<file path="config.mk">
export PLATFORM = sky130hd
export DESIGN_NAME = fpld_front
export DESIGN_NICKNAME = d
export VERILOG_FILES = /design/src/sv/frame_pacing_late_drop_monitor_macros.svh /design/src/sv/fpld_pkg.sv /design/src/sv/fpld_front.sv
export SDC_FILE = /design/constraint.sdc
export NUM_CORES = 2
export LEC_CHECK = 0
export BUFFER_PORTS_ARGS = -buffer_cell sky130_fd_sc_hd__buf_2
export CAP_MARGIN = 10
export CORE_MARGIN = 3
export CORE_UTILIZATION = 60
export CTS_BUF_LIST = sky130_fd_sc_hd__clkbuf_4 sky130_fd_sc_hd__clkbuf_8
export DETAILED_ROUTE_END_ITERATION = 7
export PLACE_DENSITY = 0.86
export SYNTH_ARGS = -nofsm -noshare
export SYNTH_HDL_FRONTEND = slang
export SYNTH_SLANG_ARGS = --single-unit
</file>
<file path="constraint.sdc">
create_clock -name clk -period 25.7 [get_ports clk]
set_clock_uncertainty 0.1 [all_clocks]
set_input_delay 2.57 -clock clk [delete_from_list [all_inputs] [get_ports clk]]
set_output_delay 2.57 -clock clk [all_outputs]
set_load 0.05 [all_outputs]
</file>
<file path="src/sv/frame_pacing_late_drop_monitor_macros.svh">
// Assertion macros shared by the frame pacing lateness monitor RTL.
// Included by the modules that carry concurrent assertions; no other dependencies.
`ifndef FRAME_PACING_LATE_DROP_MONITOR_MACROS_SVH
`define FRAME_PACING_LATE_DROP_MONITOR_MACROS_SVH

// Condition holds at every clock edge outside reset.
`define FPLD_ASSERT_HOLDS(label, clk, rst, cond, msg) \
  label: assert property (@(posedge clk) disable iff (rst) (cond)) \
    else $error(msg);

// Consequent holds in the same cycle as the antecedent.
`define FPLD_ASSERT_IMPLIES(label, clk, rst, ante, cons, msg) \
  label: assert property (@(posedge clk) disable iff (rst) (ante) |-> (cons)) \
    else $error(msg);

// Consequent holds in the cycle after the antecedent.
`define FPLD_ASSERT_NEXT(label, clk, rst, ante, cons, msg) \
  label: assert property (@(posedge clk) disable iff (rst) (ante) |=> (cons)) \
    else $error(msg);

`endif

</file>
<file path="src/sv/fpld_pkg.sv">
// Shared types and constants for the frame pacing lateness monitor.
// No dependencies; imported by every module of the block.
package fpld_pkg;

  localparam int TIME_WIDTH = 48;
  localparam int SCALE_W    = 32;
  localparam int FRAC_W     = 16;
  localparam int PERIOD_W   = 20;
  localparam int COUNT_W    = 32;
  localparam int KIND_W     = 2;
  localparam int ADDR_W     = 3;
  localparam int DATA_W     = 32;

  // Item kinds
  localparam logic [KIND_W-1:0] KIND_PRESENT = 2'd0;
  localparam logic [KIND_W-1:0] KIND_DROP    = 2'd1;
  localparam logic [KIND_W-1:0] KIND_RESTART = 2'd2;

  // Register indexes (byte address bit 2)
  localparam logic REG_PTS_SCALE    = 1'b0;
  localparam logic REG_FRAME_PERIOD = 1'b1;

  localparam logic [SCALE_W-1:0]  PTS_SCALE_RESET    = 32'd65536;
  localparam logic [PERIOD_W-1:0] FRAME_PERIOD_RESET = 20'd16667;

  localparam logic signed [TIME_WIDTH-1:0] TIME_MAX = {1'b0, {(TIME_WIDTH-1){1'b1}}};
  localparam logic signed [TIME_WIDTH-1:0] TIME_MIN = {1'b1, {(TIME_WIDTH-1){1'b0}}};
  localparam logic [TIME_WIDTH-1:0]        SUM_MAX  = {TIME_WIDTH{1'b1}};
  localparam logic [COUNT_W-1:0]           COUNT_MAX = {COUNT_W{1'b1}};

  typedef struct packed {
    logic [SCALE_W-1:0]  pts_scale_q16;
    logic [PERIOD_W-1:0] frame_period_us;
  } cfg_t;

  typedef struct packed {
    logic [KIND_W-1:0]             kind;
    logic signed [TIME_WIDTH-1:0]  pts;
    logic [TIME_WIDTH-1:0]         now_us;
  } in_item_t;

  // Classified and scaled item handed from the front to the back
  typedef struct packed {
    logic [KIND_W-1:0]             kind;
    logic signed [TIME_WIDTH-1:0]  pts_us;
    logic [TIME_WIDTH-1:0]         now_us;
  } scaled_item_t;

  typedef struct packed {
    logic                          is_late;
    logic                          drop;
    logic signed [TIME_WIDTH-1:0]  error_us;
    logic signed [TIME_WIDTH-1:0]  pts_time_us;
    logic [TIME_WIDTH-1:0]         elapsed_us;
    logic [COUNT_W-1:0]            late_total;
    logic [COUNT_W-1:0]            dropped_total;
    logic [TIME_WIDTH-1:0]         lateness_sum_us;
    logic [TIME_WIDTH-1:0]         lateness_max_us;
  } out_item_t;

endpackage

</file>
<file path="src/sv/fpld_front.sv">
// Front end: accepts items and scales pts to microseconds in two register stages.
// Depends on fpld_pkg; feeds scaled items into fpld_queue.
module fpld_front import fpld_pkg::*; (
  input  logic         clk,
  input  logic         rst,
  input  cfg_t         cfg,
  input  logic         item_valid,
  output logic         item_ready,
  input  in_item_t     item,
  output logic         push,
  output scaled_item_t push_item,
  input  logic         queue_full
);

  localparam int HI_W  = TIME_WIDTH - FRAC_W;
  localparam int LO_W  = FRAC_W + SCALE_W;
  localparam int PROD_W = HI_W + SCALE_W;
  localparam logic [LO_W-1:0] ROUND_HALF = LO_W'(1) << (FRAC_W - 1);

  logic                   adv;
  logic [TIME_WIDTH-1:0]  mag;

  // stage 1: magnitude split into integer and fraction parts
  logic                   s1_valid;
  logic [KIND_W-1:0]      s1_kind;
  logic                   s1_neg;
  logic [HI_W-1:0]        s1_hi;
  logic [FRAC_W-1:0]      s1_lo;
  logic [TIME_WIDTH-1:0]  s1_now;

  // stage 2: partial products
  logic                   s2_valid;
  logic [KIND_W-1:0]      s2_kind;
  logic                   s2_neg;
  logic [PROD_W-1:0]      s2_hi_prod;
  logic [SCALE_W-1:0]     s2_lo_rnd;
  logic [TIME_WIDTH-1:0]  s2_now;

  logic [LO_W-1:0]        lo_prod;
  logic [LO_W-1:0]        lo_sum;
  logic [PROD_W-1:0]      q_sum;
  logic                   q_over;
  logic [TIME_WIDTH-1:0]  q_mag;
  logic [TIME_WIDTH-1:0]  q_neg;

  // advance the whole front when the last stage is empty or the queue has room
  assign adv        = !s2_valid || !queue_full;
  assign item_ready = adv;
  assign push       = s2_valid && !queue_full;

  assign mag = item.pts[TIME_WIDTH-1] ? (~$unsigned(item.pts)) + TIME_WIDTH'(1)
                                      : $unsigned(item.pts);

  assign lo_prod = {{SCALE_W{1'b0}}, s1_lo} * {{FRAC_W{1'b0}}, cfg.pts_scale_q16};
  assign lo_sum  = lo_prod + ROUND_HALF;

  always_ff @(posedge clk) begin
    if (rst) begin
      s1_valid <= 1'b0;
      s2_valid <= 1'b0;
    end else if (adv) begin
      s1_valid <= item_valid;
      s2_valid <= s1_valid;
    end
  end

  always_ff @(posedge clk) begin
    if (adv) begin
      s1_kind    <= item.kind;
      s1_neg     <= item.pts[TIME_WIDTH-1];
      s1_hi      <= mag[TIME_WIDTH-1:FRAC_W];
      s1_lo      <= mag[FRAC_W-1:0];
      s1_now     <= item.now_us;
      s2_kind    <= s1_kind;
      s2_neg     <= s1_neg;
      s2_hi_prod <= {{SCALE_W{1'b0}}, s1_hi} * {{HI_W{1'b0}}, cfg.pts_scale_q16};
      s2_lo_rnd  <= lo_sum[LO_W-1:FRAC_W];
      s2_now     <= s1_now;
    end
  end

  // combine products, restore sign, saturate to the signed time range
  assign q_sum  = s2_hi_prod + PROD_W'(s2_lo_rnd);
  assign q_over = |q_sum[PROD_W-1:TIME_WIDTH-1];
  assign q_mag  = q_sum[TIME_WIDTH-1:0];
  assign q_neg  = (~q_mag) + TIME_WIDTH'(1);

  always_comb begin
    push_item.kind   = s2_kind;
    push_item.now_us = s2_now;
    if (q_over) begin
      push_item.pts_us = s2_neg ? TIME_MIN : TIME_MAX;
    end else begin
      push_item.pts_us = s2_neg ? $signed(q_neg) : $signed(q_mag);
    end
  end

endmodule

</file>
Yosys cells after proc, flatten, opt, wreduce, memory -nomap -nowiden. Cells that the tools add are included.

Shifts and indexed selects: 0. Reduce and logical (&&, ||, !) cells: 5. Divide/modulo/power cells: 0. Multiplexer cells: 4. Add/subtract/negate cells: 4. Bitwise logic cells: 2. Multiply operators: 2. Equal/unequal tests: 0. Magnitude comparators: 0.

Operator list (count): two-way mux 48 bit (3); adder 48 x 1 -> 48 bit, second input constant (2); NOT 48 bit (2); adder 64 x 32 -> 64 bit (1); multiplier 32 x 32 -> 64 bit (1); adder 48 x 16 -> 48 bit, second input constant (1); multiplier 16 x 32 -> 48 bit (1); two-way mux 47 bit (1); OR reduction 17 bit (1); logical NOT 1 bit (2); logical AND 1 bit (1); logical OR 1 bit (1).

Memories: 0. Bits in latches: 0. Bits of input ports: 154. Flip-flop bits (word level): 248. Bits in writable memories: 0. ROM bits: 0.

Logic depth before layout (Yosys ltp).
Depth in word-level cells: 5. Gate-level depth with buffers: 31.

Worst setup path after synthesis. OpenSTA, ideal clock, no wires.

Path type: in2out. From: input queue_full. To: output item_ready. Data arrival time: 8041 ps. Stages: 1. Path slack: 14989 ps. Cells stage by stage: nand2_1.

Cells in the longest elaborated chain, start to end: 2.

Ends and longest elaborated chain: from (decl) (RTL line fpld_front.sv:12) `input logic queue_full`; logical NOT 1 bit (RTL line fpld_front.sv:47) `assign adv = !s2_valid || !queue_full;`; logical OR 1 bit (RTL line fpld_front.sv:47); to (decl) (RTL line fpld_front.sv:8) `output logic item_ready,`.

Every way passes these cells.

Worst setup path in the final report.
From: input cfg[27] (netlist name). To: register s2_hi_prod[60] (data pin).

Cells in the longest elaborated chain, start to end: 1.

Ends and longest elaborated chain: from (decl) (RTL line fpld_front.sv:6) `input cfg_t cfg,`; multiplier 32 x 32 -> 64 bit (RTL line fpld_front.sv:76) `s2_hi_prod <= {{SCALE_W{1'b0}}, s1_hi} * {{HI_W{1'b0}}, cfg.pts_scale_q16};`; to (signal assigned) (RTL line fpld_front.sv:76); to (decl) (RTL line fpld_front.sv:35) `logic [PROD_W-1:0] s2_hi_prod;`.

Every way passes these cells. A chain may end at the register's enable or synchronous reset.

==> summary.txt <==
GRT
  • Tot GR Track Use: between 30% and 40%
  • First-pass GRT wire length: about 270 mm
  • GRT overflow: 0
  • Pin count of the biggest net entering global routing: 84
  • Number of global-route vias before repair: around 52000
  • Initial antenna violation count: 13

Yosys
  • Mapped Avg Cell Area: approximately 9.3 um2
  • Ys async rst share: 0%
  • Post-synth top area share: between 40% and 50%
  • EDFF count, synth: 246
  • Synthesized area: 62400 um2
  • Register bit total from synthesis: between 200 and 250
  • Sequential share of the synthesized area: 11.9%
  • Yosys warning count: 0
  • Gate Count Post-Synth: between 6000 and 7000
  • Synth cell types: 75
  • Primary FF master, synth: edfxtp_1
  • Main area contributors after synthesis: fa_1, edfxtp_1, ha_1
  • Post-synth net total: around 8600
  • Leading area contributor after synthesis: fa_1

Drt
  • WL met1: about 57 mm
  • Met3 WL: approximately 17 mm
  • # DRC: 0
  • Initial DRC Count: roughly 4300
  • Wire length per cell: roughly 21 um
  • Post-route ant nets: 0
  • Via-to-Cell Ratio: approximately 6
  • Top Layer Used: met5
  • DRT Wirelength: about 170 mm
  • Vias: just under 50000
  • WL met2: 81.7 mm
  • Drt pass-1 iters: 8

Final layout
  • Filler cells: 7762
  • Final cell count without fillers: roughly 8000
  • Area of the multi-input gates: a little under 50000 um2
  • Layout cell share with drive strength beyond 1: 6.22%
  • Storage cell area: 7430 um2
  • Total Nets Final: 8587
  • Final core utilization: approximately 64%
  • Area grow syn2layout: 4.59%

Floorplan
  • Die Width: about 330 um
  • Total Die Area: around 110000 um2
  • CORE AREA: a little over 100000 um2
  • Chip height: 329 um
  • Io pins: between 200 and 300
  • Num rows: about 120
  • Initial Util: 60.9%

Setup path
  • Crit path max-delay cell type: buf_2
  • Worst R2R Start: s1_hi[16]
  • R2R setup slack: ~17000 ps
  • CP Launch Type: input pin
  • Critical Path Fanout Max: 48
  • Crit Path Class: in -> reg
  • CP required: about 26000 ps
  • Critical Path Sink: s2_hi_prod[60]
  • Most used cell, CP: fa_1
  • Arr. time, crit path: roughly 11000 ps
  • CP peak stage delay: around 870 ps
  • R2R Path End: s2_hi_prod[60]
  • CP Capture Type: register
  • Crit path launch: cfg[27]
  • R2R depth: 26

Clocking
  • Worst-path clk slew: around 70 ps
  • CTS sink cnt: roughly 250
  • CTS Buffer Depth: 3
  • Hold_buf cts: 0
  • TritonCTS Buffers: 40
  • Cts repair resizes: 0
  • Setup repair bufs after CTS: 0
  • CTS tree: done
  • Root Driver: clkbuf_8
  • Htree depth: 2
  • Clk_lat worst skew: ~680 ps

STA
  • Worst-Margin Slew: between 1000 and 1500 ps
  • RSZ-0062 raised after global routing: no
  • Fmax achieved: 91.4 MHz
  • Final critical delay including setup and external delays: roughly 11000 ps
  • Slew Limit Fails: 0
  • Final Cycle Share: a little over two fifths
  • Setup TNS: 0 ps
  • Final setup viols: 0
  • Final Hold Viols: 0
  • Rel. slew slack: roughly a fifth

Place
  • Post-DP HPWL: around 120 mm
  • Placed insts: 8003
  • Routability cong.: slightly above 0.9
  • Port bufs: approximately 230

Outcome
  • Status: finished, final reports clean

Job
  • Max_cap viols: 0

Worst hold path
  • Worst Hold Class: reg -> reg
[registers in the layout, indices dropped and copies added, names as in the netlist]
signal,count
s2_kind,2
s1_lo,16
s2_hi_prod,64
s2_valid,1
s1_hi,32
s1_valid,1
s2_now,48
s2_neg,1
s1_now,48
s2_lo_rnd,32
s1_neg,1
s1_kind,2
[how the worst min path moves through the flow]
| stage | depth (start not counted) | start | slack, ps | to |
|---|---|---|---|---|
| 3_5_place_dp | 0 | s1_now[12] | 300 | s2_now[12] |
| 3_3_place_gp | 0 | s1_now[5] | 300 | s2_now[5] |
| 5_1_grt | 0 | s1_neg | 320 | s2_neg |
| 6_report | 0 | s1_now[35] | 310 | s2_now[35] |
| 2_1_floorplan | 0 | s1_kind[0] | 300 | s2_kind[0] |
| 4_1_cts | 0 | s1_now[12] | 310 | s2_now[12] |
[critical path, delay by kind of cell]
kind	cells	cell delay [ps]
buf+inv	5	1070
fa+ha+maj	9	4330
simple gates	5	1150
xor+xnor	1	90
compound gates	6	1980
[final cells by class]
type,count,area share [%]
Clock inverter,18,0.245
Inverter,1362,7.83
Clock buffer,47,0.924
Tap cell,1368,2.62
Multi-Input combinational cell,4707,74.2
Antenna cell,2,0.00766
Sequential cell,248,11.4
Timing Repair Buffer,318,2.76
[per-layer routing]
metal  global-route usage (%)  vias up
met2                     53.1     2876
met5                        0        -
met3                     6.23      819
met4                     20.2       10
met1                     38.0    24100
li1                         -    20400
[stage by stage]
step	area (um2)	setup WS (ps)	hold WS [ps]
2_1_floorplan	62400	14990	300
3_3_place_gp	64500	14330	300
3_5_place_dp	64500	14290	305
4_1_cts	65300	14930	312
5_1_grt	65300	14390	320
6_report	65300	14760	312
[synthesized netlist by cell type, types with 26 or more instances]
cell type and count:
nand3_1 102, a21o_1 69, xor2_1 47, a21oi_1 129, a22o_1 33, a211oi_1 26, xnor2_1 117, edfxtp_1 246
nor3_1 44, fa_1 1314, nor2_1 104, nand4_1 43, inv_1 1361, or3_1 29, ha_1 442, and2_1 775
o21ai_0 113, nand2_1 937, mux2i_1 26, clkbuf_1 372
[placed cells by master, fill, tap and decap left out, types with 47 or more instances in the layout]
| cell | synthesis | layout |
|---|---|---|
| and2_1 | 775 | 775 |
| buf_4 | 0 | 85 |
| nand2_1 | 937 | 936 |
| inv_1 | 1361 | 1361 |
| a21o_1 | 69 | 69 |
| a21oi_1 | 129 | 129 |
| xnor2_1 | 117 | 117 |
| nand3_1 | 102 | 102 |
| nor2_1 | 104 | 104 |
| edfxtp_1 | 246 | 246 |
| xor2_1 | 47 | 47 |
| buf_2 | 0 | 233 |
| o21ai_0 | 113 | 113 |
| fa_1 | 1314 | 1314 |
| ha_1 | 442 | 442 |
[cell families after synthesis]
logic type                 share of synthesized area (%)
AOI/OAI and AO/OA                                   6.25
xor gates and xnor gates                            2.30
adders and majority gates                           51.0
buffers and inverters                               10.5
DFF                                                 11.9
muxes                                              0.435
and+or+nand+nor                                     17.6
Power is not shown: default switching activity piles up to over one toggle a cycle in this logic, so the estimate is an artifact.
