## src/sv/frame_pacing_late_drop_monitor_macros.svh

```systemverilog
// Assertion macros shared by the frame pacing lateness monitor RTL.
// Included by the modules that carry concurrent assertions; no other dependencies.
`ifndef FRAME_PACING_LATE_DROP_MONITOR_MACROS_SVH
`define FRAME_PACING_LATE_DROP_MONITOR_MACROS_SVH

// Condition holds at every clock edge outside reset.
`define FPLD_ASSERT_HOLDS(label, clk, rst, cond, msg) \
  label: assert property (@(posedge clk) disable iff (rst) (cond)) \
    else $error(msg);

// Consequent holds in the same cycle as the antecedent.
`define FPLD_ASSERT_IMPLIES(label, clk, rst, ante, cons, msg) \
  label: assert property (@(posedge clk) disable iff (rst) (ante) |-> (cons)) \
    else $error(msg);

// Consequent holds in the cycle after the antecedent.
`define FPLD_ASSERT_NEXT(label, clk, rst, ante, cons, msg) \
  label: assert property (@(posedge clk) disable iff (rst) (ante) |=> (cons)) \
    else $error(msg);

`endif

```

## src/sv/fpld_pkg.sv

```systemverilog
// Shared types and constants for the frame pacing lateness monitor.
// No dependencies; imported by every module of the block.
package fpld_pkg;

  localparam int TIME_WIDTH = 48;
  localparam int SCALE_W    = 32;
  localparam int FRAC_W     = 16;
  localparam int PERIOD_W   = 20;
  localparam int COUNT_W    = 32;
  localparam int KIND_W     = 2;
  localparam int ADDR_W     = 3;
  localparam int DATA_W     = 32;

  // Item kinds
  localparam logic [KIND_W-1:0] KIND_PRESENT = 2'd0;
  localparam logic [KIND_W-1:0] KIND_DROP    = 2'd1;
  localparam logic [KIND_W-1:0] KIND_RESTART = 2'd2;

  // Register indexes (byte address bit 2)
  localparam logic REG_PTS_SCALE    = 1'b0;
  localparam logic REG_FRAME_PERIOD = 1'b1;

  localparam logic [SCALE_W-1:0]  PTS_SCALE_RESET    = 32'd65536;
  localparam logic [PERIOD_W-1:0] FRAME_PERIOD_RESET = 20'd16667;

  localparam logic signed [TIME_WIDTH-1:0] TIME_MAX = {1'b0, {(TIME_WIDTH-1){1'b1}}};
  localparam logic signed [TIME_WIDTH-1:0] TIME_MIN = {1'b1, {(TIME_WIDTH-1){1'b0}}};
  localparam logic [TIME_WIDTH-1:0]        SUM_MAX  = {TIME_WIDTH{1'b1}};
  localparam logic [COUNT_W-1:0]           COUNT_MAX = {COUNT_W{1'b1}};

  typedef struct packed {
    logic [SCALE_W-1:0]  pts_scale_q16;
    logic [PERIOD_W-1:0] frame_period_us;
  } cfg_t;

  typedef struct packed {
    logic [KIND_W-1:0]             kind;
    logic signed [TIME_WIDTH-1:0]  pts;
    logic [TIME_WIDTH-1:0]         now_us;
  } in_item_t;

  // Classified and scaled item handed from the front to the back
  typedef struct packed {
    logic [KIND_W-1:0]             kind;
    logic signed [TIME_WIDTH-1:0]  pts_us;
    logic [TIME_WIDTH-1:0]         now_us;
  } scaled_item_t;

  typedef struct packed {
    logic                          is_late;
    logic                          drop;
    logic signed [TIME_WIDTH-1:0]  error_us;
    logic signed [TIME_WIDTH-1:0]  pts_time_us;
    logic [TIME_WIDTH-1:0]         elapsed_us;
    logic [COUNT_W-1:0]            late_total;
    logic [COUNT_W-1:0]            dropped_total;
    logic [TIME_WIDTH-1:0]         lateness_sum_us;
    logic [TIME_WIDTH-1:0]         lateness_max_us;
  } out_item_t;

endpackage

```

## src/sv/fpld_back.sv

```systemverilog
// Back end: start tracking, timing error, late/drop tests and saturating statistics.
// Depends on fpld_pkg and the assertion macro header; drains fpld_queue.
`include "frame_pacing_late_drop_monitor_macros.svh"
module fpld_back import fpld_pkg::*; (
  input  logic         clk,
  input  logic         rst,
  input  cfg_t         cfg,
  input  logic         q_empty,
  input  scaled_item_t q_item,
  output logic         pop,
  output logic         result_valid,
  input  logic         result_ready,
  output out_item_t    result
);

  function automatic logic signed [TIME_WIDTH-1:0] sat_sub(
    input logic signed [TIME_WIDTH-1:0] a,
    input logic signed [TIME_WIDTH-1:0] b
  );
    logic signed [TIME_WIDTH:0] d;
    d = {a[TIME_WIDTH-1], a} - {b[TIME_WIDTH-1], b};
    if (d[TIME_WIDTH] != d[TIME_WIDTH-1]) begin
      return d[TIME_WIDTH] ? TIME_MIN : TIME_MAX;
    end
    return d[TIME_WIDTH-1:0];
  endfunction

  logic adv;

  // start tracking state
  logic                          started;
  logic [TIME_WIDTH-1:0]         start_wall;
  logic signed [TIME_WIDTH-1:0]  start_pts;

  // kind decode of the queue head
  logic is_present;
  logic is_dropchk;
  logic is_restart;
  logic latch;
  logic [TIME_WIDTH-1:0]         eff_wall;
  logic signed [TIME_WIDTH-1:0]  eff_pts;

  // stage A: elapsed and target
  logic                          a_valid;
  logic                          a_present;
  logic                          a_dropchk;
  logic                          a_active;
  logic signed [TIME_WIDTH-1:0]  a_pts_us;
  logic [TIME_WIDTH-1:0]         a_elapsed;
  logic signed [TIME_WIDTH-1:0]  a_target;

  // stage B: timing error
  logic                          b_valid;
  logic                          b_late_chk;
  logic                          b_drop_chk;
  logic signed [TIME_WIDTH-1:0]  b_err;
  logic signed [TIME_WIDTH-1:0]  b_pts_us;
  logic [TIME_WIDTH-1:0]         b_elapsed;
  logic signed [TIME_WIDTH-1:0]  el_clamped;

  // statistics
  logic [COUNT_W-1:0]            late_count;
  logic [COUNT_W-1:0]            late_count_next;
  logic [COUNT_W-1:0]            drop_count;
  logic [COUNT_W-1:0]            drop_count_next;
  logic [TIME_WIDTH-1:0]         lateness_sum;
  logic [TIME_WIDTH-1:0]         lateness_sum_next;
  logic [TIME_WIDTH-1:0]         lateness_max;
  logic [TIME_WIDTH-1:0]         lateness_max_next;

  logic signed [TIME_WIDTH-1:0]  half_period;
  logic signed [TIME_WIDTH-1:0]  twice_period;
  logic                          late;
  logic                          drop;
  logic [TIME_WIDTH-1:0]         lateness;
  logic [TIME_WIDTH:0]           sum_ext;

  // the whole back pipeline moves when the output register is free
  assign adv = !result_valid || result_ready;
  assign pop = adv && !q_empty;

  always_comb begin
    is_present = 1'b0;
    is_dropchk = 1'b0;
    is_restart = 1'b0;
    unique case (q_item.kind)
      KIND_PRESENT: is_present = 1'b1;
      KIND_DROP:    is_dropchk = 1'b1;
      KIND_RESTART: is_restart = 1'b1;
      default: ;
    endcase
  end

  // first present check after reset or a restart latches the start point
  assign latch    = is_present && !started;
  assign eff_wall = latch ? q_item.now_us : start_wall;
  assign eff_pts  = latch ? q_item.pts_us : start_pts;

  always_ff @(posedge clk) begin
    if (rst) begin
      started <= 1'b0;
    end else if (pop) begin
      if (is_restart) begin
        started <= 1'b0;
      end else if (latch) begin
        started <= 1'b1;
      end
    end
  end

  always_ff @(posedge clk) begin
    if (pop && latch) begin
      start_wall <= q_item.now_us;
      start_pts  <= q_item.pts_us;
    end
  end

  always_ff @(posedge clk) begin
    if (rst) begin
      a_valid      <= 1'b0;
      b_valid      <= 1'b0;
      result_valid <= 1'b0;
    end else if (adv) begin
      a_valid      <= pop;
      b_valid      <= a_valid;
      result_valid <= b_valid;
    end
  end

  always_ff @(posedge clk) begin
    if (adv) begin
      a_present <= is_present;
      a_dropchk <= is_dropchk;
      a_active  <= is_present || (is_dropchk && started);
      a_pts_us  <= (is_present || is_dropchk) ? q_item.pts_us : '0;
      a_elapsed <= q_item.now_us - eff_wall;
      a_target  <= sat_sub(q_item.pts_us, eff_pts);
    end
  end

  assign el_clamped = a_elapsed[TIME_WIDTH-1] ? TIME_MAX : $signed(a_elapsed);

  always_ff @(posedge clk) begin
    if (adv) begin
      b_late_chk <= a_present && a_active;
      b_drop_chk <= a_dropchk && a_active;
      b_err      <= a_active ? sat_sub(el_clamped, a_target) : '0;
      b_elapsed  <= a_active ? a_elapsed : '0;
      b_pts_us   <= a_pts_us;
    end
  end

  assign half_period  = $signed(TIME_WIDTH'(cfg.frame_period_us >> 1));
  assign twice_period = $signed(TIME_WIDTH'({cfg.frame_period_us, 1'b0}));
  assign late         = b_late_chk && (b_err > half_period);
  assign drop         = b_drop_chk && (b_err > twice_period);
  assign lateness     = $unsigned(b_err);
  assign sum_ext      = {1'b0, lateness_sum} + {1'b0, lateness};

  always_comb begin
    late_count_next   = late_count;
    drop_count_next   = drop_count;
    lateness_sum_next = lateness_sum;
    lateness_max_next = lateness_max;
    if (late) begin
      if (late_count != COUNT_MAX) begin
        late_count_next = late_count + COUNT_W'(1);
      end
      lateness_sum_next = sum_ext[TIME_WIDTH] ? SUM_MAX : sum_ext[TIME_WIDTH-1:0];
      if (lateness > lateness_max) begin
        lateness_max_next = lateness;
      end
    end
    if (drop && drop_count != COUNT_MAX) begin
      drop_count_next = drop_count + COUNT_W'(1);
    end
  end

  always_ff @(posedge clk) begin
    if (rst) begin
      late_count   <= '0;
      drop_count   <= '0;
      lateness_sum <= '0;
      lateness_max <= '0;
    end else if (adv && b_valid) begin
      late_count   <= late_count_next;
      drop_count   <= drop_count_next;
      lateness_sum <= lateness_sum_next;
      lateness_max <= lateness_max_next;
    end
  end

  always_ff @(posedge clk) begin
    if (adv) begin
      result.is_late         <= late;
      result.drop            <= drop;
      result.error_us        <= b_err;
      result.pts_time_us     <= b_pts_us;
      result.elapsed_us      <= b_elapsed;
      result.late_total      <= late_count_next;
      result.dropped_total   <= drop_count_next;
      result.lateness_sum_us <= lateness_sum_next;
      result.lateness_max_us <= lateness_max_next;
    end
  end

  `FPLD_ASSERT_IMPLIES(a_late_xor_drop, clk, rst, result_valid, !(result.is_late && result.drop), "late and drop on one beat")
  `FPLD_ASSERT_HOLDS(a_max_within_sum, clk, rst, lateness_max <= lateness_sum, "lateness max above sum")
  `FPLD_ASSERT_NEXT(a_late_count_grows, clk, rst, 1'b1, late_count >= $past(late_count), "late count went down")
  `FPLD_ASSERT_NEXT(a_restart_clears, clk, rst, pop && is_restart, !started, "restart left start set")

endmodule

```

## config.mk

```make
export PLATFORM = sky130hd
export DESIGN_NAME = fpld_back
export DESIGN_NICKNAME = d
export VERILOG_FILES = /design/src/sv/fpld_pkg.sv /design/src/sv/fpld_back.sv
export VERILOG_INCLUDE_DIRS = /design/src /design/src/sv
export SDC_FILE = /design/constraint.sdc
export NUM_CORES = 2
export LEC_CHECK = 0
export BUFFER_PORTS_ARGS = -buffer_cell sky130_fd_sc_hd__buf_2
export CAP_MARGIN = 0
export CORE_MARGIN = 3
export CORE_UTILIZATION = 40
export CTS_CLUSTER_DIAMETER = 80
export DETAILED_ROUTE_END_ITERATION = 16
export GPL_TIMING_DRIVEN = 0
export SYNTH_ARGS = -nofsm -noshare
export SYNTH_HDL_FRONTEND = slang
export SYNTH_SLANG_ARGS = --single-unit
```

## constraint.sdc

```tcl
create_clock -name clk -period 25.7 [get_ports clk]
set_input_delay 1.285 -clock clk [delete_from_list [all_inputs] [get_ports clk]]
set_output_delay 1.285 -clock clk [all_outputs]
set_load 0.1 [all_outputs]
```

-- Yosys cells after proc, flatten, opt, wreduce, memory -nomap -nowiden
Cells that the tools add are included.
- register bits: 859
- bits in latches: 0
- RAM bits: 0
- ROM bits: 0
- input port bits: 154
- output and inout bits: 308
- logic and storage cells: 89
- memories kept: 0
- add/subtract/negate cells: 6
- multiply operators: 0
- div/mod/pow operators: 0
- order comparisons: 3
- eq/ne operators: 6
- shift operators: 0
- muxes and demuxes: 25
- bitwise operators: 0
- reductions and logical operators: 19
- operators by type and width (kind ; count):
    48-bit two-way mux ; 12
    48-bit by 48-bit subtractor with 49-bit output ; 2
    32-bit two-way mux ; 3
    32-bit by 1-bit adder with 32-bit output (second input constant) ; 2
    32-bit != test (second input constant) ; 2
    48-bit by 48-bit adder with 49-bit output ; 1
    48-bit by 20-bit > comparator with 1-bit output ; 1
    48-bit by 22-bit > comparator with 1-bit output ; 1
    48-bit > comparator ; 1
    48-bit subtractor ; 1
    47-bit two-way mux ; 1
    1-bit logical AND ; 10
    1-bit two-way mux ; 9
    1-bit zero test ; 3
    1-bit logical OR ; 3
    2-bit by 1-bit equality test with 1-bit output (second input constant) ; 1
    2-bit equality test (second input constant) ; 1
    2-bit zero test ; 1
    1-bit != test ; 2
    2-bit AND reduction ; 1
    2-bit nonzero test ; 1

-- Logic depth before layout (Yosys ltp)
- depth in word-level cells: 9
- gate-level depth with buffers: 17
- depth with buffers taken out: 17

-- Least setup slack after synthesis
No wires, ideal clock.
- kind: input port to flip-flop
- start point: input port result_ready
- end point: register lateness_sum[26]
- library setup time: 134 ps
- data arrival time: 15945 ps
- data required time: 25566 ps
- setup slack: 9621 ps
- stages on the path: 8
- buffers on the path: 3
- cells stage by stage: nor2b_1 -> clkbuf_1 -> inv_1 -> nand2_1 -> nor2_1 -> clkbuf_1 -> clkbuf_1 -> a211oi_1
- word-level cells in the longest chain between the ends: 2
- RTL lines (element ; RTL line ; RTL):
    from (decl) ; fpld_back.sv:12 ; input logic result_ready,
    1-bit logical OR ; fpld_back.sv:79 ; assign adv = !result_valid || result_ready;
    1-bit logical AND ; fpld_back.sv:185 ; end else if (adv && b_valid) begin
    to (signal assigned) ; fpld_back.sv:188 ; lateness_sum <= lateness_sum_next;
    to (decl) ; fpld_back.sv:66 ; logic [TIME_WIDTH-1:0] lateness_sum;
Every way passes these cells.
A chain may end at the register's enable or synchronous reset.

-- Worst setup path in the final report
- start point: input port q_item[97] in the netlist's numbering
- end point: register a_elapsed[46], data pin
- word-level cells in the longest chain between the ends: 5
- RTL lines (element ; RTL line ; RTL):
    from (decl) ; fpld_back.sv:9 ; input scaled_item_t q_item,
    2-bit zero test ; fpld_back.sv:86 ; unique case (q_item.kind)
    1-bit two-way mux ; fpld_back.sv:86 ;
    1-bit logical AND ; fpld_back.sv:95 ; assign latch = is_present && !started;
    48-bit two-way mux ; fpld_back.sv:96 ; assign eff_wall = latch ? q_item.now_us : start_wall;
    48-bit subtractor ; fpld_back.sv:136 ; a_elapsed <= q_item.now_us - eff_wall;
    to (signal assigned) ; fpld_back.sv:136 ;
    to (decl) ; fpld_back.sv:49 ; logic [TIME_WIDTH-1:0] a_elapsed;
Every way passes these cells.

==> flow_summary.json <==
{
  "cts_sinks": 859,
  "status": "complete, no violations",
  "end_kind": "flop",
  "min_period_ns": 6.384,
  "p_leak_nw": 21.84,
  "synth_edf_count": 695,
  "die_width_um": 342.3,
  "yosys.cell_count.top_type": "edfxtp_1",
  "max_freq_mhz": 156.7,
  "maxCapViolCount": 0,
  "numCtsBuffers": 95,
  "wl_per_cell_um": 20.93,
  "clk_pin_slew_ns": 0.06,
  "synth.area.top_cells": "edfxtp_1 46%, ha_1 7.7%, dfxtp_1 7.3%",
  "grt_max_degree": 118,
  "async_flop_share_pct": 0,
  "ys_ff_latch": 859,
  "min_path_type": "reg2reg",
  "die_h_um": 342.3,
  "antenna_found_initial": 6,
  "worstPathArrival_ns": 6.81,
  "postRouteAntennaNets": 0,
  "clockBufferDepth": 3,
  "pwr_density_cell_nw_per_um2": 92.64,
  "cts_setup_buffers": 0,
  "syn_area_per_cell_sq_um": 11.27,
  "dieArea_sq_um": 117200,
  "postCtsHoldBufs": 0,
  "seq_area_frac_synth_pct": 53.39,
  "core_area_sq_um": 111400,
  "ios": 462,
  "post_cts_resized": 0,
  "yosys_warnings": 0,
  "htree_levels": 3,
  "crit_type": "in2reg",
  "grt_usage_pct": 21.28,
  "worstMarginPinSlew_ns": 1.032,
  "hpwlAfterDp_um": 99170,
  "pre_cts_ws_ns": 18.59,
  "slew_headroom_pct": 31.18,
  "synth_compound_area_share_pct": 13.13,
  "synth-main-ff-cell": "edfxtp_1",
  "synthSimpleGateAreaFrac_pct": 12.80,
  "first_global_vias": 31300,
  "fin_hold_ws_ns": 0.4115,
  "stdcell_area_sq_um": 52530,
  "fin_nets": 4989,
  "synth_fa_ha_area_share_pct": 8.004,
  "yosys.area.top_type_share_pct": 46.13,
  "yosys.area.top_type": "edfxtp_1",
  "syn-cell-area_sq_um": 45240,
  "setup_violations": 0,
  "syn_to_final_growth_pct": 16.11,
  "synth-xor-area-share_pct": 5.185,
  "vias": 32500,
  "cts_root_buf": "clkbuf_16",
  "viasPerCell": 5.309,
  "r2r_slack_ns": 19.85,
  "postLayoutSetupSlackWorst_ns": 19.32,
  "syn-num-nets": 4450,
  "clock_latency_ns": 0.69,
  "cts_tree": "built",
  "drtIter0Drc": 2600,
  "startpoint_type": "input pin",
  "grt_remaining_overflow": 0,
  "firstDrtPassIters": 5,
  "synth_cells": 4013,
  "ys_types": 91,
  "synth_top_cells_by_count": "695 x edfxtp_1, 289 x nor2_1, 279 x ha_1",
  "critPathMaxFanout": 10,
  "initial_utilization_pct": 40.60,
  "cp.required_ns": 26.12,
  "globalplace.congestion": 0.9145,
  "rsz0062_at_grt": "false",
  "grt_pass1_wl_um": 190800,
  "wirelength_um": 128100,
  "layout-drive-gt1-share_pct": 16.21,
  "io_buffers": 428,
  "ir_drop_v": 0.00005094,
  "period_share_pct": 24.84,
  "slew_viol_final": 0,
  "finalHoldViolCount": 0,
  "finClkSkew_ns": 0.04408,
  "drc": 0,
  "dpl-instance-area_sq_um": 49500,
  "synthMuxAreaShare_pct": 4.417,
  "rows": 122,
  "synth_top_family_by_area": "compound AO/OA/AOI/OAI gates"
}
-- critical path: stages --
cell	delay, ns
buf_2	0.23
nor3_1	0.26
clkbuf_2	0.56
clkbuf_1	0.74
mux2i_1	0.27
fa_1	0.51
a211oi_1	0.62
o211ai_1	0.21
a211oi_1	0.36
nor4_1	0.17
or2_1	0.27
or3_1	0.34
a31o_2	0.29
a311oi_4	0.34
o31a_1	0.23
xnor2_1	0.07
-- layout by cell type, fill, tap and decap left out, types with 50 or more instances in the layout --
master / n
edfxtp_1: 695
buf_2: 450
nor2_1: 289
ha_1: 279
a21oi_1: 264
nand2_1: 192
o21ai_0: 181
inv_1: 179
dfxtp_1: 164
mux2i_1: 140
xnor2_1: 136
a21o_1: 131
clkbuf_1: 130
xor2_1: 130
nand2b_1: 120
clkbuf_16: 96
nor2b_1: 80
nand3_1: 79
nand4_1: 77
and2_1: 62
a211oi_1: 58
o21ai_1: 56
or2_2: 50
-- power by group --
part | internal (W) | total (W) | switching (W)
Clock | 0.000761 | 0.00134 | 0.000575
Sequential | 0.00172 | 0.00186 | 0.000148
Combinational | 0.000487 | 0.00167 | 0.00118
Total | 0.00296 | 0.00487 | 0.00190
-- cell type report --
| type | count | area (sq um) |
|---|---|---|
| Antenna cell | 1 | 2.502 |
| Buffer | 160 | 711.9 |
| Clock buffer | 125 | 2541 |
| Clock inverter | 53 | 491.7 |
| Fill cell | 10400 | 58900 |
| Inverter | 181 | 686.9 |
| Multi-Input combinational cell | 2813 | 19700 |
| Sequential cell | 859 | 24150 |
| Tap cell | 1488 | 1862 |
| Timing Repair Buffer | 442 | 2377 |
-- state kept, by name, summed over array words and instances (netlist names), 32 cells and up --
name and cells:
b_elapsed 48, late_count 32, a_target 48, b_err 48, b_pts_us 48, result 306, lateness_sum 48, lateness_max 48
start_pts 48, drop_count 32, a_pts_us 48, start_wall 48, a_elapsed 48
-- routing by layer --
metal	track usage [%]	share of wire [%]
met4	8.462	4.0
met1	28.86	45
met2	33.66	45
met5	0	0.023
met3	3.998	5.9
-- kinds of logic (layout without fill, tap and decap cells) --
family                     count (synthesis)  count (layout)
AOI/OAI and AO/OA                        940             940
DFF                                      859             859
muxes                                    193             193
buffers and inverters                    341             961
xor gates and xnor gates                 267             267
and+or+nand+nor                         1125            1125
adders and majority gates                288             288
other                                      0               1
-- through the flow --
stage	setup TNS, ns	total power (W)	utilization [%]	std cells
after floorplan	0	0.003118	-	4013
after global placement	-11.87	0.003552	44.19	5929
after detailed placement	0	0.003551	44.42	5943
after CTS	0	0.004898	47.14	6121
after global routing	0	0.005112	47.14	6121
final	0	0.004866	47.14	6122
-- worst paths after layout --
path	startpoint	to	depth (start not counted)
worst max-delay path	q_item[97]	a_elapsed[46]	16
worst min-delay path	b_elapsed[24]	result[184]	0
worst max register to register	started	a_elapsed[46]	15
worst min register to register	b_elapsed[24]	result[184]	0
No activity file was read; power rests on OpenSTA's default activity.
