<file path="config.mk">
export PLATFORM = sky130hd
export DESIGN_NAME = fpld_queue
export DESIGN_NICKNAME = d
export VERILOG_FILES = /design/src/sv/fpld_pkg.sv /design/src/sv/fpld_queue.sv
export VERILOG_INCLUDE_DIRS = /design/src /design/src/sv
export SDC_FILE = /design/constraint.sdc
export NUM_CORES = 1
export LEC_CHECK = 0
export ABC_AREA = 1
export BUFFER_PORTS_ARGS = -buffer_cell sky130_fd_sc_hd__clkbuf_2
export CORE_MARGIN = 2
export CORE_UTILIZATION = 40
export DETAILED_ROUTE_END_ITERATION = 8
export PLACE_DENSITY = 0.59
export SYNTH_ARGS = -nofsm -noshare
export SYNTH_HDL_FRONTEND = slang
export SYNTH_SLANG_ARGS = --single-unit
</file>
<file path="constraint.sdc">
create_clock -name clk -period 3.49 [get_ports clk]
set_input_delay 0.349 -clock clk [delete_from_list [all_inputs] [get_ports clk]]
set_output_delay 0.349 -clock clk [all_outputs]
set_load 0.005 [all_outputs]
</file>
<file path="src/sv/frame_pacing_late_drop_monitor_macros.svh">
// Assertion macros shared by the frame pacing lateness monitor RTL.
// Included by the modules that carry concurrent assertions; no other dependencies.
`ifndef FRAME_PACING_LATE_DROP_MONITOR_MACROS_SVH
`define FRAME_PACING_LATE_DROP_MONITOR_MACROS_SVH

// Condition holds at every clock edge outside reset.
`define FPLD_ASSERT_HOLDS(label, clk, rst, cond, msg) \
  label: assert property (@(posedge clk) disable iff (rst) (cond)) \
    else $error(msg);

// Consequent holds in the same cycle as the antecedent.
`define FPLD_ASSERT_IMPLIES(label, clk, rst, ante, cons, msg) \
  label: assert property (@(posedge clk) disable iff (rst) (ante) |-> (cons)) \
    else $error(msg);

// Consequent holds in the cycle after the antecedent.
`define FPLD_ASSERT_NEXT(label, clk, rst, ante, cons, msg) \
  label: assert property (@(posedge clk) disable iff (rst) (ante) |=> (cons)) \
    else $error(msg);

`endif

</file>
<file path="src/sv/fpld_pkg.sv">
// Shared types and constants for the frame pacing lateness monitor.
// No dependencies; imported by every module of the block.
package fpld_pkg;

  localparam int TIME_WIDTH = 48;
  localparam int SCALE_W    = 32;
  localparam int FRAC_W     = 16;
  localparam int PERIOD_W   = 20;
  localparam int COUNT_W    = 32;
  localparam int KIND_W     = 2;
  localparam int ADDR_W     = 3;
  localparam int DATA_W     = 32;

  // Item kinds
  localparam logic [KIND_W-1:0] KIND_PRESENT = 2'd0;
  localparam logic [KIND_W-1:0] KIND_DROP    = 2'd1;
  localparam logic [KIND_W-1:0] KIND_RESTART = 2'd2;

  // Register indexes (byte address bit 2)
  localparam logic REG_PTS_SCALE    = 1'b0;
  localparam logic REG_FRAME_PERIOD = 1'b1;

  localparam logic [SCALE_W-1:0]  PTS_SCALE_RESET    = 32'd65536;
  localparam logic [PERIOD_W-1:0] FRAME_PERIOD_RESET = 20'd16667;

  localparam logic signed [TIME_WIDTH-1:0] TIME_MAX = {1'b0, {(TIME_WIDTH-1){1'b1}}};
  localparam logic signed [TIME_WIDTH-1:0] TIME_MIN = {1'b1, {(TIME_WIDTH-1){1'b0}}};
  localparam logic [TIME_WIDTH-1:0]        SUM_MAX  = {TIME_WIDTH{1'b1}};
  localparam logic [COUNT_W-1:0]           COUNT_MAX = {COUNT_W{1'b1}};

  typedef struct packed {
    logic [SCALE_W-1:0]  pts_scale_q16;
    logic [PERIOD_W-1:0] frame_period_us;
  } cfg_t;

  typedef struct packed {
    logic [KIND_W-1:0]             kind;
    logic signed [TIME_WIDTH-1:0]  pts;
    logic [TIME_WIDTH-1:0]         now_us;
  } in_item_t;

  // Classified and scaled item handed from the front to the back
  typedef struct packed {
    logic [KIND_W-1:0]             kind;
    logic signed [TIME_WIDTH-1:0]  pts_us;
    logic [TIME_WIDTH-1:0]         now_us;
  } scaled_item_t;

  typedef struct packed {
    logic                          is_late;
    logic                          drop;
    logic signed [TIME_WIDTH-1:0]  error_us;
    logic signed [TIME_WIDTH-1:0]  pts_time_us;
    logic [TIME_WIDTH-1:0]         elapsed_us;
    logic [COUNT_W-1:0]            late_total;
    logic [COUNT_W-1:0]            dropped_total;
    logic [TIME_WIDTH-1:0]         lateness_sum_us;
    logic [TIME_WIDTH-1:0]         lateness_max_us;
  } out_item_t;

endpackage

</file>
<file path="src/sv/fpld_queue.sv">
// Short FIFO between the front and back ends of the monitor.
// Depends on fpld_pkg for scaled_item_t and on the assertion macro header.
`include "frame_pacing_late_drop_monitor_macros.svh"
module fpld_queue import fpld_pkg::*; #(
  parameter int DEPTH = 4
) (
  input  logic         clk,
  input  logic         rst,
  input  logic         push,
  input  scaled_item_t push_item,
  output logic         full,
  input  logic         pop,
  output scaled_item_t pop_item,
  output logic         empty
);

  localparam int AW = (DEPTH > 1) ? $clog2(DEPTH) : 1;
  localparam int CW = $clog2(DEPTH + 1);
  localparam logic [AW-1:0] LAST_PTR   = AW'(DEPTH - 1);
  localparam logic [CW-1:0] FULL_COUNT = CW'(DEPTH);

  scaled_item_t      entries [DEPTH];
  logic [AW-1:0]     wr_ptr;
  logic [AW-1:0]     rd_ptr;
  logic [CW-1:0]     count;
  logic [CW-1:0]     count_next;

  assign full     = (count == FULL_COUNT);
  assign empty    = (count == '0);
  assign pop_item = entries[rd_ptr];

  always_comb begin
    case ({push, pop})
      2'b10:   count_next = count + CW'(1);
      2'b01:   count_next = count - CW'(1);
      default: count_next = count;
    endcase
  end

  always_ff @(posedge clk) begin
    if (rst) begin
      wr_ptr <= '0;
      rd_ptr <= '0;
      count  <= '0;
    end else begin
      count <= count_next;
      if (push) begin
        wr_ptr <= (wr_ptr == LAST_PTR) ? '0 : wr_ptr + AW'(1);
      end
      if (pop) begin
        rd_ptr <= (rd_ptr == LAST_PTR) ? '0 : rd_ptr + AW'(1);
      end
    end
  end

  always_ff @(posedge clk) begin
    if (push) begin
      entries[wr_ptr] <= push_item;
    end
  end

  `FPLD_ASSERT_IMPLIES(a_no_push_when_full, clk, rst, push, !full, "push into full queue")
  `FPLD_ASSERT_IMPLIES(a_no_pop_when_empty, clk, rst, pop, !empty, "pop from empty queue")
  `FPLD_ASSERT_IMPLIES(a_ptrs_meet, clk, rst, empty || full, wr_ptr == rd_ptr, "pointers out of step")

endmodule

</file>
; After elaboration in Yosys (flattened, before gate mapping)
; Memory sizes are Yosys's and may differ from the RTL's. A register that Yosys moved wholly into a read port is not among the register bits.
; Cells that the tools add are included.
[word_totals]
reg_bits = 7
ram_bits = 392
output_inout_bits = 100
n_memories = 1
[mem_list]
columns = name, words, word_bits, rd, rd_ports_with_merged_regs, wr, line
row1 = entries, 4, 98, 1, 1, 1, fpld_queue.sv:22  ; scaled_item_t entries [DEPTH];
[op_classes]
n_addsub = 4
n_eq_ne = 5
muxes = 7
reduce_logical = 2
[op_table]
columns = op, count
row1 = $mux W2, 4
row2 = $eq A2 B2 Y1 const B, 3
row3 = $pmux W3 S2, 1
row4 = $add A2 B1 Y2 const B, 2
row5 = $add A3 B1 Y3 const B, 1
row6 = $eq A3 B3 Y1 const B, 1
row7 = $logic_not A3 Y1, 1
row8 = $sub A3 B1 Y3 const B, 1
row9 = $eq A2 B1 Y1 const B, 1
row10 = $mux W1, 2
row11 = $reduce_bool A2 Y1, 1

; Depth between registers and ports, before layout
; Gate-level depths: netlist of run 1.
[logic_depth]
depth_word = 4
ltp_mapped = 10

; Least setup slack after synthesis of run 1
; Ideal clock, no wire load.
[synth_timing]
kind = register to register
startpoint = register wr_ptr[0]
endpoint = memory entries[3][0] (netlist name), enable pin
arrival_time_ns = 2.484
slack_ns = 0.555
stages_incl_launch_ff = 4
n_path_buf = 0
period_less_slack_ns = 2.935
path_cell_list = dfxtp_1 ha_1 nand2_1 inv_1
[synth_rtl]
columns = element, line
row1 = start: declaration, fpld_queue.sv:23  ; logic [AW-1:0] wr_ptr;
row2 = start signal: assignment, fpld_queue.sv:48  ; wr_ptr <= (wr_ptr == LAST_PTR) ? '0 : wr_ptr + AW'(1);
row3 = end: declaration, fpld_queue.sv:22
; No word-level cell before the write port.

==> metrics.md, run 1 <==
| Metric | Value |
|---|---|
| Cell area power density | `593 mW/mm^2` |
| Final #Nets | `1397` |
| Most common cell after layout, fill and taps aside | `edfxtp_1` |
| P_int | `8.60 mW` |
| H-tree Lvls | `2` |
| Initial Util | `40.8%` |
| Port buffer count | `201` |
| Grt total ovfl | `0` |
| Share of the synthesized area in the top cell type | `78.6%` |
| Antenna violations before repair | `2` |
| TNS Setup | `0 ps` |
| Die Ht | `197 um` |
| Row count | `70` |
| Core footprint | `0.0367 sq mm` |
| Commonest non-fill, non-tap cells in the layout | `edfxtp_1 (392), nor2_1 (201), clkbuf_2 (201)` |
| Worst-Margin Slew | `846 ps` |
| Num CTS Buffers | `42` |
| Mapped Nets | `1117` |
| Clock transition at the registers of the reported paths | `60 ps` |
| Comb power frac | `9.1%` |
| CTS max path bufs | `3` |
| R2r setup slk | `1510 ps` |
| Antenna-violating nets left | `0` |
| Minimum clock period | `2610 ps` |
| First-pass DRT Iterations | `5` |
| Post-synthesis sequential area ratio | `79.8%` |
| Sink Count | `401` |
| Unrepaired setup endpoints after global routing | `no` |
| Postcts setup bufs | `0` |
| Pin count of the biggest net entering global routing | `197` |
| FMAX | `0.383 GHz` |
| Final Setup Violations | `0` |
| Leakage power | `6.61 nW` |
| Worst-Skew Late Latency | `550 ps` |
| CP max FO | `196` |
| 1st-iter DRT viols | `472` |
| CP Data Arrival Time | `2260 ps` |
| Worst path required time | `3140 ps` |
| CP Launch Type | `flip-flop` |
| Die W | `197 um` |
| Hold Path Class | `input port to flip-flop` |
| Final Hold Vio Count | `0` |
| # DRC | `0` |
| Final wirelength | `32400 um` |
| CP Class | `flip-flop to primary output` |
| Mapped cell area | `0.0150 sq mm` |
| Share of layout cells above drive strength 1 | `21.6%` |
| Slew HR | `43.6%` |
| Max_cap viols | `0` |
| Max-slew violations | `0` |
| Ys Warns | `0` |
| First-pass GRT wire length | `50300 um` |
| Clock power share | `40.6%` |
| DIE AREA | `0.0390 sq mm` |
| Final Skew | `11.8 ps` |
| Netlist cell types | `22` |
| Net load switching power | `2.45 mW` |
| DP HPWL | `17000 um` |
| Reg power frac | `50.3%` |
| Final core occ | `50.8%` |
| WL/cell | `18.1 um` |
| Gpl congestion | `0.699` |
| Vias in the first global route | `9158` |
| Root buf cell | `clkbuf_16` |
| Fin crit share | `74.8%` |
| Fill cells | `3095` |
| Status | `complete, no violations` |
| IO Pins | `202` |
| Via density | `5.10` |
| Avg Cell Area, Syn | `14.9 sq um` |
| Via count | `9130` |
| Area Overhead vs Synth | `24.4%` |
| All-Layer GR Usage | `16.8%` |
| Top post-synthesis cells by area | `edfxtp_1 (79%), o21ai_0 (5.1%), nor2_1 (5.0%)` |
| Synthesis-stage register bit count | `401` |
| Top cell type by total area after synthesis | `edfxtp_1` |
| Crit. End Element | `primary output` |
| Cell count after synthesis | `1008` |
| Sw Ratio | `22.2%` |
| VDD IR max | `0.000333 V` |
| CTS tree | `yes` |
-- power by group through the flow --
stage          clock (mW)  sequential, mW  combinational, mW
2_1_floorplan           0            5.65              0.510
3_3_place_gp            0            5.66              0.932
3_5_place_dp            0            5.66              0.946
4_1_cts              4.59            5.56               1.03
5_1_grt              4.77            5.58               1.12
6_report             4.48            5.56               1.01
-- per-layer routing --
metal / wire length, um / up-vias / share of wire (%) / global-route usage [%]
met5: 0 / - / 0 / 0
met4: 728 / 0 / 2.2 / 6.10
met3: 2120 / 51 / 6.5 / 4.35
met2: 15100 / 236 / 47 / 26.8
met1: 14500 / 4457 / 45 / 22.3
li1: - / 4386 / - / -
-- metrics by stage --
| stage | power [mW] | instance area (sq um) | worst slack, ps | instances | hold slack [ps] |
|---|---|---|---|---|---|
| floorplan | 6.17 | 15000 | 555 | 1008 | 421 |
| global placement | 6.59 | 16400 | 1460 | 1629 | 506 |
| detailed placement | 6.61 | 16400 | 1450 | 1629 | 525 |
| CTS | 11.2 | 18600 | 826 | 1788 | 0.0570 |
| global route | 11.5 | 18600 | 704 | 1790 | 14.8 |
| finish | 11.0 | 18600 | 879 | 1790 | 27.0 |
-- critical path, cell delays in order (launching register included) --
cell and delay (ps):
dfxtp_4 380, buf_12 600, o21ai_0 200, o22ai_1 260
clkbuf_2 160
-- cell usage after synthesis (all sizes together) --
| cell type | count |
|---|---|
| clkbuf | 36 |
| nor3 | 4 |
| ha | 6 |
| edfxtp | 392 |
| nand4 | 1 |
| nand2 | 8 |
| buf | 28 |
| nand3 | 1 |
| nor2 | 201 |
| inv | 18 |
| o21ai | 200 |
| o22ai | 98 |
| dfxtp | 9 |
| a21oi | 5 |
| fa | 1 |
-- cells by family after synthesis --
family                     count (synthesis)  share of synthesized area (%)
and+or+nand+nor                          215                           5.45
DFF                                      401                           79.8
AOI/OAI and AO/OA                        303                           10.9
adders and majority gates                  7                          0.635
buffers and inverters                     82                           3.15
-- final timing paths --
| kind | from | depth (start not counted) | to |
|---|---|---|---|
| max | flip-flop | 4 | pop_item[76] |
| min | push_item[28] | 1 | entries[0][28] |
| max reg2reg | wr_ptr[0] | 4 | entries[1][54] |
| min reg2reg | wr_ptr[1] | 2 | wr_ptr[1] |
-- what timing repair did --
item / 4_1_cts / 5_1_grt
hold buffers: 83 / 0
endpoints found under the hold margin: 318 / 0
gates resized for setup: 0 / 0
-- state kept, by name, indices dropped and copies added (netlist names), named ones only --
name     cells
rd_ptr       2
entries    392
count        3
wr_ptr       2
-- layout make-up --
| class | instances | area, sq um | share of cell area [%] |
|---|---|---|---|
| diodes | 2 | 5.00 | 0.0269 |
| clock buffers | 52 | 1150 | 6.18 |
| clock inverters | 24 | 240 | 1.29 |
| inverters | 18 | 83.8 | 0.450 |
| multi-input cells | 525 | 2550 | 13.7 |
| flip-flops and latches | 401 | 12000 | 64.2 |
| well taps | 468 | 586 | 3.14 |
| repair buffers | 300 | 2060 | 11.0 |
(Power assumes the default switching activity.)
==> inputs of run 2 (changes only) <==
--- a/config.mk
+++ b/config.mk
@@ -11,7 +11,7 @@
 export CORE_MARGIN = 2
 export CORE_UTILIZATION = 40
 export DETAILED_ROUTE_END_ITERATION = 8
-export PLACE_DENSITY = 0.59
+export PLACE_DENSITY = 0.61
 export SYNTH_ARGS = -nofsm -noshare
 export SYNTH_HDL_FRONTEND = slang
 export SYNTH_SLANG_ARGS = --single-unit
==> constraint.sdc (replaced) <==
create_clock -name clk -period 2.2 [get_ports clk]
set_input_delay 0.22 -clock clk [delete_from_list [all_inputs] [get_ports clk]]
set_output_delay 0.22 -clock clk [all_outputs]
set_load 0.005 [all_outputs]
==> run 2 against run 1 <==
Against the previous run: critical path depth increased by 1; die area did not move; via count grew 1.8%; critical path type unchanged; critical endpoint is now pop_item[93]; largest cell class unchanged; highest routed layer unchanged.
==> metrics.md, run 2 (synthesis gave the netlist of run 1 again) <==
| Metric | Value |
|---|---|
| Top reg by flops | `entries` |
| Port buffer count | `201 (unchanged)` |
| Die W | `197 um (unchanged)` |
| 1st-iter DRT viols | `492 (+4.2%)` |
| CTS max path bufs | `3 (unchanged)` |
| Fin crit share | `95.9%` |
| Unrepaired setup endpoints after global routing | `yes` |
| Clock transition at the registers of the reported paths | `50 ps (about the same)` |
| # DRC | `0 (unchanged)` |
| Area Overhead vs Synth | `26.5%` |
| Hold Path Class | `input port to flip-flop` |
| Final Skew | `14.9 ps (+3.12 ps)` |
| CP max FO | `44 (-78%)` |
| Vias in the first global route | `9442 (+3.1%)` |
| TNS Setup | `0 ps (unchanged)` |
| First-pass GRT wire length | `52200 um (+3.8%)` |
| Gpl congestion | `0.713 (+2.0%)` |
| H-tree Lvls | `2 (unchanged)` |
| Max_cap viols | `0 (unchanged)` |
| Worst path required time | `1980 ps (-1160 ps)` |
| Final Setup Violations | `0 (unchanged)` |
| Grt total ovfl | `0 (unchanged)` |
| Worst-Skew Late Latency | `560 ps (about the same)` |
| Final Hold Vio Count | `0 (unchanged)` |
| IO Pins | `202 (unchanged)` |
| Slack of the critical path | `90.1 ps (-789 ps)` |
| All-Layer GR Usage | `17.5% (+0.69 points)` |
| WL/cell | `18.8 um (+3.9%)` |
| Initial Util | `40.8% (unchanged)` |
| Total Power | `17.3 mW (+57%)` |
| Worst path max stage delay | `400 ps (-200 ps)` |
| Final #Nets | `1422 (+1.8%)` |
| DP Worst Slack | `534 ps (-914 ps)` |
| Critical path cell sequence | `inv_8, buf_12, o21ai_0, o22ai_1, clkbuf_2` |
| Minimum clock period | `2110 ps` |
| CP Data Arrival Time | `1890 ps (-370 ps)` |
| DP HPWL | `17900 um (+5.1%)` |
| CP Launch Type | `flip-flop` |
| Row count | `70 (unchanged)` |
| Critical Path Slowest Stage Cell | `dfxtp_4` |
| Crit. End Element | `primary output` |
| FMAX | `0.474 GHz` |
| Root buf cell | `clkbuf_16` |
| Commonest non-fill, non-tap cells in the layout | `edfxtp_1 (392), nor2_1 (201), clkbuf_2 (201)` |
| Share of layout cells above drive strength 1 | `22.4% (+0.80 points)` |
| Sink Count | `401 (unchanged)` |
| Via density | `5.13 (+0.55%)` |
| Max-slew violations | `0 (unchanged)` |
| Pin count of the biggest net entering global routing | `67 (-66%)` |
| Die Ht | `197 um (unchanged)` |
| Worst-Margin Slew | `418 ps (-428 ps)` |
| CTS tree | `yes` |
| Final wirelength | `34100 um (+5.2%)` |
| DIE AREA | `0.0390 sq mm (unchanged)` |
| CP Class | `flip-flop to primary output` |
| Status | `complete, no violations` |
| Hold WS | `58.9 ps (+31.9 ps)` |
| Most common cell after layout, fill and taps aside | `edfxtp_1` |
| VDD IR max | `0.000782 V (+130%)` |
| First-pass DRT Iterations | `5 (unchanged)` |
| Cell area power density | `914 mW/mm^2 (+54%)` |
| Core footprint | `0.0367 sq mm (unchanged)` |
| Via count | `9298 (+1.8%)` |
| Regs by FF count | `entries: 392 flops, count: 3 flops` |
| Leakage power | `6.70 nW (+1.5%)` |
| Num CTS Buffers | `43 (+2.4%)` |
| Antenna violations before repair | `1 (-1)` |
| Slew HR | `72.1% (+29 points)` |
| Largest register FFs | `392 (unchanged)` |
| Antenna-violating nets left | `0 (unchanged)` |
-- run 2: power breakdown --
group,switching [mW],internal (mW)
clock,2.82,3.96
combinational,1.03,0.687
sequential,0.0804,8.73
-- run 2: layer usage --
metal  global-route usage, %  share of wire [%]  up-vias  routed length [um]
met2                    29.4                 48      255               16500
met4                    6.07                2.0        0                 678
li1                        -                  -     4427                   -
met3                    4.10                6.5       53                2220
met5                       0                  0        -                   0
met1                    22.3                 43     4563               14700
-- run 2: layout make-up --
| cell class | instances | area (sq um) |
|---|---|---|
| diodes | 1 | 2.50 |
| clock buffers | 53 | 1160 |
| well taps | 468 | 586 |
| repair buffers | 324 | 2410 |
| multi-input cells | 525 | 2560 |
| clock inverters | 23 | 169 |
| inverters | 18 | 91.3 |
| flip-flops and latches | 401 | 12000 |
| fillers | 3072 | 17800 |
-- run 2: critical path, delay by kind of cell, from the launching register on --
kind / cells / cell delay [ps]
buf+inv: 3 / 640
flops: 1 / 400
compound gates: 2 / 280
-- run 2: final timing paths --
kind                                start             to  slack, ps  cells after the start
worst max register to register  wr_ptr[0]  entries[3][5]        710                      4
worst min register to register  wr_ptr[1]      wr_ptr[1]        490                      2
worst max-delay path            flip-flop   pop_item[93]         90                      5
worst min-delay path                  pop       count[0]         60                      3
-- run 2: what timing repair did --
item | in CTS | in global routing
resized for setup | 4 | 2
hold buffers | 99 | 0
buffers inserted | 0 | 3
gates cloned | 1 | 0
setup endpoints to repair | 40 | 29
hold endpoints to repair | 396 | 0
-- run 2: stage by stage --
step,instances,util (%),cell area (sq um)
global placement,1633,45.1,16500
floorplan,1008,-,15000
detailed placement,1633,45.1,16500
global route,1813,51.6,18900
finish,1813,51.6,18900
CTS,1809,51.5,18900
==> inputs of run 3 (changes only) <==
--- a/config.mk
+++ b/config.mk
@@ -9,9 +9,9 @@
 export ABC_AREA = 1
 export BUFFER_PORTS_ARGS = -buffer_cell sky130_fd_sc_hd__clkbuf_2
 export CORE_MARGIN = 2
-export CORE_UTILIZATION = 40
+export CORE_UTILIZATION = 52
 export DETAILED_ROUTE_END_ITERATION = 8
-export PLACE_DENSITY = 0.61
+export PLACE_DENSITY = 0.76
 export SYNTH_ARGS = -nofsm -noshare
 export SYNTH_HDL_FRONTEND = slang
 export SYNTH_SLANG_ARGS = --single-unit
==> run 3 against run 2 <==
Against the previous run: first-iteration DRC count rose by 77%; worst hold slack barely moved; critical path depth fell by 1; register-to-register slack got worse by 40 ps; clock-buffer cell count rose by 2; routed wire length fell by 4.1%; total power fell by 4.4%; sequential power barely moved; maximum frequency fell by 3.7%; critical path type unchanged.
==> metrics.md, run 3 (synthesis gave the netlist of run 1 again) <==
| Metric | Value |
|---|---|
| Num CTS Buffers | `40 (-7.0%)` |
| DP HPWL | `17500 um (-2.1%)` |
| Final Skew | `11.2 ps (-3.75 ps)` |
| Area Overhead vs Synth | `24.6%` |
| Cell area power density | `887 mW/mm^2 (-2.9%)` |
| First-pass DRT Iterations | `8 (+3)` |
| IO Pins | `202 (unchanged)` |
| Via count | `9567 (+2.9%)` |
| Unrepaired setup endpoints after global routing | `yes` |
| Via density | `5.55 (+8.3%)` |
| Die Ht | `174 um (-12%)` |
| 1st-iter DRT viols | `873 (+77%)` |
| Initial Util | `52.5% (+12 points)` |
| Hold Path Class | `input port to flip-flop` |
| Slew HR | `67.4% (-4.7 points)` |
| First-pass GRT wire length | `50800 um (-2.7%)` |
| Final Hold Vio Count | `0 (unchanged)` |
| CP Launch Type | `flip-flop` |
| Minimum clock period | `2190 ps (+81.3 ps)` |
| CP max FO | `97 (+120%)` |
| Regs by FF count | `entries: 392 flops, count: 3 flops` |
| Gpl congestion | `0.729 (+2.2%)` |
| VDD IR max | `0.000658 V (-16%)` |
| Leakage power | `6.61 nW (-1.4%)` |
| Antenna violations before repair | `3 (+2)` |
| Row count | `62 (-11%)` |
| Final Setup Violations | `0 (unchanged)` |
| Port buffer count | `201 (unchanged)` |
| Share of layout cells above drive strength 1 | `21.9% (-0.48 points)` |
| H-tree Lvls | `2 (unchanged)` |
| Sink Count | `401 (unchanged)` |
| Final wirelength | `32700 um (-4.1%)` |
| All-Layer GR Usage | `21.5% (+4.0 points)` |
| Max_cap viols | `0 (unchanged)` |
| Largest register FFs | `392 (unchanged)` |
| Worst-Skew Late Latency | `510 ps (-50 ps)` |
| Worst path required time | `1980 ps (about the same)` |
| Most common cell after layout, fill and taps aside | `edfxtp_1` |
| CP Data Arrival Time | `1970 ps (+80 ps)` |
| Grt total ovfl | `0 (unchanged)` |
| CTS tree | `yes` |
| Hold WS | `59.1 ps (+0.222 ps)` |
| Dpl cell area | `0.0165 sq mm (-0.53%)` |
| Final #Nets | `1420 (-0.14%)` |
| Status | `complete, no violations` |
| Die W | `174 um (-12%)` |
| Vias in the first global route | `9614 (+1.8%)` |
| Fin crit share | `99.6% (+3.7 points)` |
| Total Power | `16.6 mW (-4.4%)` |
| Clock transition at the registers of the reported paths | `60 ps (about the same)` |
| DIE AREA | `0.0302 sq mm (-23%)` |
| FMAX | `0.456 GHz (-3.7%)` |
| # DRC | `0 (unchanged)` |
| Max-slew violations | `0 (unchanged)` |
| Commonest non-fill, non-tap cells in the layout | `edfxtp_1 (392), nor2_1 (201), clkbuf_2 (201)` |
| WL/cell | `19.0 um (+0.91%)` |
| Cell area after layout | `0.0187 sq mm (-1.5%)` |
| Pin count of the biggest net entering global routing | `100 (+49%)` |
| CP Class | `flip-flop to primary output` |
| Core footprint | `0.0285 sq mm (-22%)` |
| Top reg by flops | `entries` |
| Antenna-violating nets left | `0 (unchanged)` |
| Crit. End Element | `primary output` |
| TNS Setup | `0 ps (unchanged)` |
| CTS max path bufs | `3 (unchanged)` |
| Worst-Margin Slew | `489 ps (+70.9 ps)` |
| Root buf cell | `clkbuf_16` |
## run 3: area by class of cell
cell class	count	area [sq um]
Clock buffer	55	1080
Inverter	18	91.3
Multi-Input combinational cell	525	2560
Tap cell	384	480
Timing Repair Buffer	325	2400
Clock inverter	13	73.8
Fill cell	1981	9890
Antenna cell	2	5.00
Sequential cell	401	12000
## run 3: metal layers
| metal | up-vias | wire, um | global-route usage [%] |
|---|---|---|---|
| met1 | 4724 | 13700 | 28.7 |
| met3 | 56 | 2320 | 4.32 |
| li1 | 4422 | - | - |
| met5 | - | 13 | 0 |
| met4 | 2 | 648 | 5.81 |
| met2 | 363 | 16100 | 36.3 |
## run 3: timing repair
item | in CTS | in global routing
endpoints found under the hold margin | 395 | 0
pin swaps | 0 | 1
hold buffers | 99 | 0
cloned | 0 | 1
buffers inserted | 0 | 0
gates resized for setup | 2 | 3
endpoints found under the setup margin | 5 | 13
## run 3: power breakdown
| group | switching, mW | internal [mW] |
|---|---|---|
| Combinational | 1.03 | 0.681 |
| Sequential | 0.0805 | 8.73 |
| Clock | 2.60 | 3.43 |
## run 3: per-stage QoR
step	worst slack [ps]	instances	utilization, %
2_1_floorplan	-243	1008	-
3_3_place_gp	570	1553	57.6
3_5_place_dp	482	1553	57.6
4_1_cts	24.8	1720	65.2
5_1_grt	-63.2	1723	65.3
6_report	8.73	1723	65.3
## run 3: worst paths after layout
path	start	to	slack, ps	depth (start not counted)
hold / removal	pop	rd_ptr[1]	60	3
setup / recovery	flip-flop	pop_item[74]	9	4
hold reg to reg	wr_ptr[1]	wr_ptr[1]	480	2
setup reg to reg	wr_ptr[0]	entries[0][7]	670	5
## run 3: worst max-delay path, stage by stage, from the launching register on
cell	delay [ps]
dfxtp_4	460
buf_16	320
o21ai_0	180
o22ai_1	250
clkbuf_2	160
